===== config.mk =====
export PLATFORM = sky130hd
export DESIGN_NAME = longest_increasing_subsequence
export DESIGN_NICKNAME = d
export VERILOG_FILES = /design/src/lis_pkg.sv /design/src/lis_mem.sv /design/src/lis_cmp.sv /design/src/longest_increasing_subsequence.sv
export SDC_FILE = /design/constraint.sdc
export NUM_CORES = 2
export LEC_CHECK = 0
export ABC_AREA = 1
export ABC_CLOCK_PERIOD_IN_PS = 11500
export BUFFER_PORTS_ARGS = -buffer_cell sky130_fd_sc_hd__buf_2
export CAP_MARGIN = 20
export CORE_AREA = 2 2 473 475
export DETAILED_ROUTE_END_ITERATION = 10
export DIE_AREA = 0 0 475 477
export GPL_ROUTABILITY_DRIVEN = 1
export PLACE_DENSITY_LB_ADDON = 0.3
export SYNTH_ARGS = -nofsm -noshare
export SYNTH_HDL_FRONTEND = slang
export SYNTH_SLANG_ARGS = --single-unit

===== constraint.sdc =====
create_clock -name clock -period 11.5 [get_ports clock]
set_input_delay 2.875 -clock clock [delete_from_list [all_inputs] [get_ports clock]]
set_output_delay 2.875 -clock clock [all_outputs]
set_load 0.005 [all_outputs]

===== src/lis_pkg.sv =====
// Shared types and constants for the longest increasing subsequence block.
// Depends on nothing; only longest_increasing_subsequence.sv refers to it, by scoped names.
package lis_pkg;

   localparam int unsigned CAPACITY_DEF = 64;
   localparam int unsigned OUT_LEN_W    = 7;

   typedef struct packed {
      logic signed [31:0] value;
      logic               start_new;
   } req_type;

   typedef struct packed {
      logic [OUT_LEN_W-1:0] length_here;
      logic [OUT_LEN_W-1:0] best_so_far;
      logic                 dropped;
   } rsp_type;

   typedef enum logic [2:0] {
      ST_IDLE,
      ST_CHECK,
      ST_SCAN,
      ST_WAIT,
      ST_WRITE,
      ST_DONE
   } state_type;

endpackage


===== src/lis_mem.sv =====
// Entry store holding each sequence value with its subsequence length.
// One write port and one registered read port; no package dependency.
module lis_mem #(
   parameter int unsigned DEPTH = 64,
   parameter int unsigned LW    = 7
) (
   input  logic                             clock,
   input  logic                             reset,
   input  logic                             wr_en,
   input  logic [$clog2(DEPTH)-1:0]         wr_addr,
   input  logic signed [31:0]               wr_value,
   input  logic [LW-1:0]                    wr_length,
   input  logic                             rd_en,
   input  logic [$clog2(DEPTH)-1:0]         rd_addr,
   output logic                             rd_valid_ff,
   output logic signed [31:0]               rd_value_ff,
   output logic [LW-1:0]                    rd_length_ff
);

   logic signed [31:0] value_mem [DEPTH];
   logic [LW-1:0]      length_mem [DEPTH];

   always_ff @(posedge clock) begin
      if (wr_en) begin
         value_mem[wr_addr]  <= wr_value;
         length_mem[wr_addr] <= wr_length;
      end
      if (rd_en) begin
         rd_value_ff  <= value_mem[rd_addr];
         rd_length_ff <= length_mem[rd_addr];
      end
   end

   always_ff @(posedge clock) begin
      if (reset) begin
         rd_valid_ff <= 1'b0;
      end else begin
         rd_valid_ff <= rd_en;
      end
   end

endmodule


===== src/lis_cmp.sv =====
// Compare unit: tracks the longest length among stored entries below the key.
// Fed one entry per cycle by the store; no package dependency.
module lis_cmp #(
   parameter int unsigned LW = 7
) (
   input  logic               clock,
   input  logic               clear,
   input  logic               sample_en,
   input  logic signed [31:0] sample_value,
   input  logic [LW-1:0]      sample_length,
   input  logic signed [31:0] key,
   output logic [LW-1:0]      longest_ff
);

   logic          hit;
   logic [LW-1:0] longest_in;

   assign hit = sample_en && (sample_value < key) && (sample_length > longest_ff);

   always_comb begin
      if (clear) begin
         longest_in = '0;
      end else if (hit) begin
         longest_in = sample_length;
      end else begin
         longest_in = longest_ff;
      end
   end

   always_ff @(posedge clock) begin
      longest_ff <= longest_in;
   end

endmodule


===== src/longest_increasing_subsequence.sv =====
// After its transfer an item passes through check, a scan of the stored entries,
// wait, write and done; a full store goes from check to done, an empty one skips
// scan and wait. A new item is taken only once done is left for idle; the scan reads
// one entry per cycle through the single read port of the store and the compare unit.
// Reset clears the sequencer, the entry count, the best length and the result valid
// flag; the store itself needs no clearing pass. Depends on lis_pkg.
module longest_increasing_subsequence #(
   parameter int unsigned CAPACITY = lis_pkg::CAPACITY_DEF
) (
   input  logic             clock,
   input  logic             reset,
   input  logic             req_valid,
   output logic             req_stall,
   input  lis_pkg::req_type req_payload,
   output logic             rsp_valid,
   input  logic             rsp_stall,
   output lis_pkg::rsp_type rsp_payload
);

   localparam int unsigned CW = $clog2(CAPACITY + 1);
   localparam int unsigned AW = $clog2(CAPACITY);

   lis_pkg::state_type state_ff, state_in;

   logic signed [31:0] key_ff, key_in;
   logic [CW-1:0]      count_ff, count_in;
   logic [CW-1:0]      best_ff, best_in;
   logic [AW-1:0]      idx_ff, idx_in;
   logic [6:0]         res_len_ff, res_len_in;
   logic [6:0]         res_best_ff, res_best_in;
   logic               res_drop_ff, res_drop_in;
   logic               rsp_valid_ff, rsp_valid_in;
   lis_pkg::rsp_type   rsp_ff;

   logic               req_xfer;
   logic               rsp_free;
   logic               rsp_load;
   logic               full;
   logic               last;
   logic               rd_en;
   logic               wr_en;
   logic               cmp_clear;
   logic               rd_valid;
   logic signed [31:0] rd_value;
   logic [CW-1:0]      rd_length;
   logic [CW-1:0]      longest;
   logic [CW-1:0]      here;
   logic [CW+6:0]      here_ext;
   logic [CW+6:0]      best_ext;
   logic [CW+6:0]      best_in_ext;

   assign req_xfer    = req_valid && !req_stall;
   assign rsp_free    = !rsp_valid_ff || !rsp_stall;
   assign full        = (count_ff == CW'(CAPACITY));
   assign last        = (CW'(idx_ff) == (count_ff - CW'(1)));
   assign here        = longest + CW'(1);
   assign here_ext    = {7'd0, here};
   assign best_ext    = {7'd0, best_ff};
   assign best_in_ext = {7'd0, best_in};

   lis_mem #(
      .DEPTH (CAPACITY),
      .LW    (CW)
   ) u_mem (
      .clock        (clock),
      .reset        (reset),
      .wr_en        (wr_en),
      .wr_addr      (count_ff[AW-1:0]),
      .wr_value     (key_ff),
      .wr_length    (here),
      .rd_en        (rd_en),
      .rd_addr      (idx_ff),
      .rd_valid_ff  (rd_valid),
      .rd_value_ff  (rd_value),
      .rd_length_ff (rd_length)
   );

   lis_cmp #(
      .LW (CW)
   ) u_cmp (
      .clock         (clock),
      .clear         (cmp_clear),
      .sample_en     (rd_valid),
      .sample_value  (rd_value),
      .sample_length (rd_length),
      .key           (key_ff),
      .longest_ff    (longest)
   );

   always_comb begin
      state_in = state_ff;
      unique case (state_ff)
         lis_pkg::ST_IDLE: begin
            if (req_xfer) begin
               state_in = lis_pkg::ST_CHECK;
            end
         end
         lis_pkg::ST_CHECK: begin
            if (full) begin
               state_in = lis_pkg::ST_DONE;
            end else if (count_ff == '0) begin
               state_in = lis_pkg::ST_WRITE;
            end else begin
               state_in = lis_pkg::ST_SCAN;
            end
         end
         lis_pkg::ST_SCAN: begin
            if (last) begin
               state_in = lis_pkg::ST_WAIT;
            end
         end
         lis_pkg::ST_WAIT: begin
            state_in = lis_pkg::ST_WRITE;
         end
         lis_pkg::ST_WRITE: begin
            state_in = lis_pkg::ST_DONE;
         end
         lis_pkg::ST_DONE: begin
            if (rsp_free) begin
               state_in = lis_pkg::ST_IDLE;
            end
         end
         default: begin
            state_in = lis_pkg::ST_IDLE;
         end
      endcase
   end

   always_comb begin
      key_in      = key_ff;
      count_in    = count_ff;
      best_in     = best_ff;
      idx_in      = idx_ff;
      res_len_in  = res_len_ff;
      res_best_in = res_best_ff;
      res_drop_in = res_drop_ff;
      req_stall   = 1'b1;
      rd_en       = 1'b0;
      wr_en       = 1'b0;
      cmp_clear   = 1'b0;
      rsp_load    = 1'b0;
      unique case (state_ff)
         lis_pkg::ST_IDLE: begin
            req_stall = 1'b0;
            if (req_xfer) begin
               key_in = req_payload.value;
               if (req_payload.start_new) begin
                  count_in = '0;
                  best_in  = '0;
               end
            end
         end
         lis_pkg::ST_CHECK: begin
            idx_in    = '0;
            cmp_clear = 1'b1;
            if (full) begin
               res_len_in  = '0;
               res_best_in = best_ext[6:0];
               res_drop_in = 1'b1;
            end
         end
         lis_pkg::ST_SCAN: begin
            rd_en  = 1'b1;
            idx_in = idx_ff + AW'(1);
         end
         lis_pkg::ST_WAIT: begin
         end
         lis_pkg::ST_WRITE: begin
            wr_en    = 1'b1;
            count_in = count_ff + CW'(1);
            if (here > best_ff) begin
               best_in = here;
            end
            res_len_in  = here_ext[6:0];
            res_best_in = best_in_ext[6:0];
            res_drop_in = 1'b0;
         end
         lis_pkg::ST_DONE: begin
            rsp_load = rsp_free;
         end
         default: begin
         end
      endcase
   end

   assign rsp_valid_in = rsp_load || (rsp_valid_ff && rsp_stall);

   always_ff @(posedge clock) begin
      if (reset) begin
         state_ff     <= lis_pkg::ST_IDLE;
         count_ff     <= '0;
         best_ff      <= '0;
         rsp_valid_ff <= 1'b0;
      end else begin
         state_ff     <= state_in;
         count_ff     <= count_in;
         best_ff      <= best_in;
         rsp_valid_ff <= rsp_valid_in;
      end
   end

   always_ff @(posedge clock) begin
      key_ff      <= key_in;
      idx_ff      <= idx_in;
      res_len_ff  <= res_len_in;
      res_best_ff <= res_best_in;
      res_drop_ff <= res_drop_in;
      if (rsp_load) begin
         rsp_ff.length_here <= res_len_ff;
         rsp_ff.best_so_far <= res_best_ff;
         rsp_ff.dropped     <= res_drop_ff;
      end
   end

   assign rsp_valid   = rsp_valid_ff;
   assign rsp_payload = rsp_ff;

   // The scan only runs over a non-empty store.
   a_scan_nonempty: assert property (@(posedge clock) disable iff (reset)
      (state_ff == lis_pkg::ST_SCAN) |-> (count_ff != '0))
      else $error("scan started on an empty store");

   // The entry count never passes the capacity.
   a_count_bound: assert property (@(posedge clock) disable iff (reset)
      count_ff <= CW'(CAPACITY))
      else $error("entry count exceeds capacity");

   // The best length can never exceed the number of stored entries.
   a_best_bound: assert property (@(posedge clock) disable iff (reset)
      best_ff <= count_ff)
      else $error("best length exceeds entry count");

   // The longest length below the key comes from an entry already stored.
   a_longest_bound: assert property (@(posedge clock) disable iff (reset)
      (state_ff == lis_pkg::ST_WRITE) |-> (longest <= count_ff))
      else $error("longest length below key exceeds entry count");

   // Each write of an entry adds exactly one to the count.
   a_count_step: assert property (@(posedge clock) disable iff (reset)
      (state_ff == lis_pkg::ST_WRITE) |=> (count_ff == $past(count_ff) + CW'(1)))
      else $error("entry count did not advance after a write");

   // A result is never loaded while a previous one is still stalled.
   a_no_overwrite: assert property (@(posedge clock) disable iff (reset)
      (rsp_valid_ff && rsp_stall) |-> !rsp_load)
      else $error("result register overwritten while stalled");

endmodule

==> out/metrics.csv <==
metric,value,unit
status,finished clean,
layout cells sized above 1,0.0802,
register area share after synthesis,0.759,
ranking of synthesized cells by area,"edfxtp_1 75%, o21ai_0 6.6%, nor2_1 5.8%",
Yosys warnings,0,
PostCTS Resize Cnt,0,
CTS tree,done,
Core Rows,173,
top cell type's share of synthesized area,0.754,
worst-skew pair later-pin latency,0.93,ns
VDD IR max,0.187,mV
Area growth syn-to-layout,11.2,%
distinct cell type count of the synthesized netlist,38,
initial antenna violation count,5,
Cell Pwr Density,217,nW/um^2
Yosys reg bits,2629,
final hold violation count,0,
die area,227000,um^2
Initial Utilization,0.468,
hold_ws,0.416,ns
Via density,6.14,
number of global-route vias before repair,64400,
synth cell count leaders,"2603 x edfxtp_1, 1601 x nor2_1, 1363 x o21ai_0",
Clock Skews,0.0456,ns
Final Wtd Congestion,0.808,
clock root cell,clkbuf_16,
CP max FO,84,
max-cap viol count,0,
setup slack after layout,6.59,ns
post-synthesis async set-or-reset flop share,0,
Leak,36.8,nW
crit path time final,4.91,ns
Clock Tree Buf Depth,4,
Post-DRT Antenna Nets,0,
max-slew violation count,0,
CORE AREA,221000,um^2
number of synthesized flops with an enable pin,2603,
cell area after synthesis,104000,um^2
clk sinks,2629,
wire per inst,27.2,um
pre-CTS setup slack,6.71,ns
Final Setup Violations,0,
Setup crit end kind,register,
Nets,7939,
"count leader, synth",edfxtp_1,
Hold Path Class,reg2reg,
WL final,299000,um
post-CTS setup buffers,0,
hold buffer count at cts,0,
CP startpoint kind,register,
Cells after Synth,7902,
DRC Markers,0,
max_slew headroom,0.247,
Die H,477,um
DR pass1 iterations,6,
RSZ-0062 raised after global routing,false,
"Arr. time, crit path",5.68,ns
Port Buffer Count,53,
Chip Width,475,um
GRT overflow,0,
clock slew at reported path FFs,0.06,ns
Post-Route Utilization,0.521,
Finished Layout Cells,11000,
Slew @ Worst Pin,1.13,ns
Initial DRC Count,9684,
ys flop type,edfxtp_1,
critical path type,reg2reg,
DP HPWL,136000,um
largest net degree at the start of global routing,258,
largest area contributor in the netlist,edfxtp_1,
fin area,115000,um^2
worst path required time,12.27,ns
first-pass GRT wire length,431000,um
All-Layer GR Usage,0.258,
total power,25.1,mW
cell total after placement,10500,
H-tree depth,5,
fmax,0.204,GHz
average cell area after synthesis,13.1,um^2
TritonCTS buffer count,279,
IO Count,54,
DR vias,67600,
dpl cell area,107000,um^2
Fin Setup TNS,0,ns
Syn Nets,7988,
final period utilization,0.427,
## report_power, final
group	internal [mW]	total, mW	switching (mW)
combinational	1.40	5.57	4.17
clock	4.85	8.39	3.54
sequential	11.1	11.1	0.0543
total	17.3	25.1	7.76
## state kept, by name, indices dropped and copies added (netlist names), 15 cells and up
signal             cells
u_mem.value_mem     2048
u_mem.length_mem     448
key_ff                32
u_mem.rd_value_ff     32
rsp_payload           15
## metal layers
metal,global-route usage,part of all wire
met5,0,0.000043
met4,0.112,0.046
met3,0.0471,0.11
met2,0.403,0.46
met1,0.356,0.39
## logic make-up after synthesis
family | after synthesis | share of synthesized area
buffers and inverters | 648 | 0.0290
XOR/XNOR | 16 | 0.00135
AND/OR/NAND/NOR | 2227 | 0.0833
AO/OA/AOI/OAI | 2333 | 0.122
adder cells (fa/ha/maj) | 49 | 0.00591
flip-flops | 2629 | 0.759
## area by class of cell
cell class              count  area (um^2)
fillers                 18100       106000
flip-flops and latches   2629        78700
multi-input cells        4625        22600
clock buffers             346         7420
well taps                2975         3720
repair buffers            220         1690
clock inverters           110          855
inverters                  98          412
diodes                      2         5.00
## path summary, 6_finish.rpt
path / start / to / slack (ns) / cells past startpoint
setup / recovery: idx_ff[0] / u_mem.rd_value_ff[20] / 6.59 / 12
hold / removal: res_best_ff[0] / rsp_payload[1] / 0.42 / 0
setup reg to reg: idx_ff[0] / u_mem.rd_value_ff[20] / 6.59 / 12
hold reg to reg: res_best_ff[0] / rsp_payload[1] / 0.42 / 0
## critical path, stage by stage, from the launching register on
cell      delay [ns]
edfxtp_1        0.32
buf_4           0.72
buf_4           0.70
buf_4           0.75
buf_4           0.81
o21ai_0         0.20
o22ai_1         0.20
nand2_1         0.07
nand2_1         0.15
nand2_1         0.09
o211ai_1        0.22
o21ai_1         0.24
o21ai_1         0.16
## cells in the final DEF, fill, tap and decap left out, types with 13 or more instances in the layout
| cell type | n |
|---|---|
| edfxtp_1 | 2603 |
| nor2_1 | 1536 |
| o21ai_0 | 1363 |
| o22ai_1 | 719 |
| nand2_1 | 428 |
| clkbuf_16 | 287 |
| o21ai_1 | 178 |
| nand3_1 | 160 |
| buf_4 | 154 |
| inv_1 | 85 |
| nor2_4 | 65 |
| clkinv_1 | 57 |
| clkbuf_1 | 57 |
| buf_2 | 53 |
| ha_1 | 48 |
| a21oi_1 | 47 |
| clkinv_2 | 34 |
| dfxtp_1 | 26 |
| o211ai_1 | 16 |
| bufinv_16 | 14 |
| nand4_1 | 13 |
Note: power is estimated with default switching activity, not from simulation.
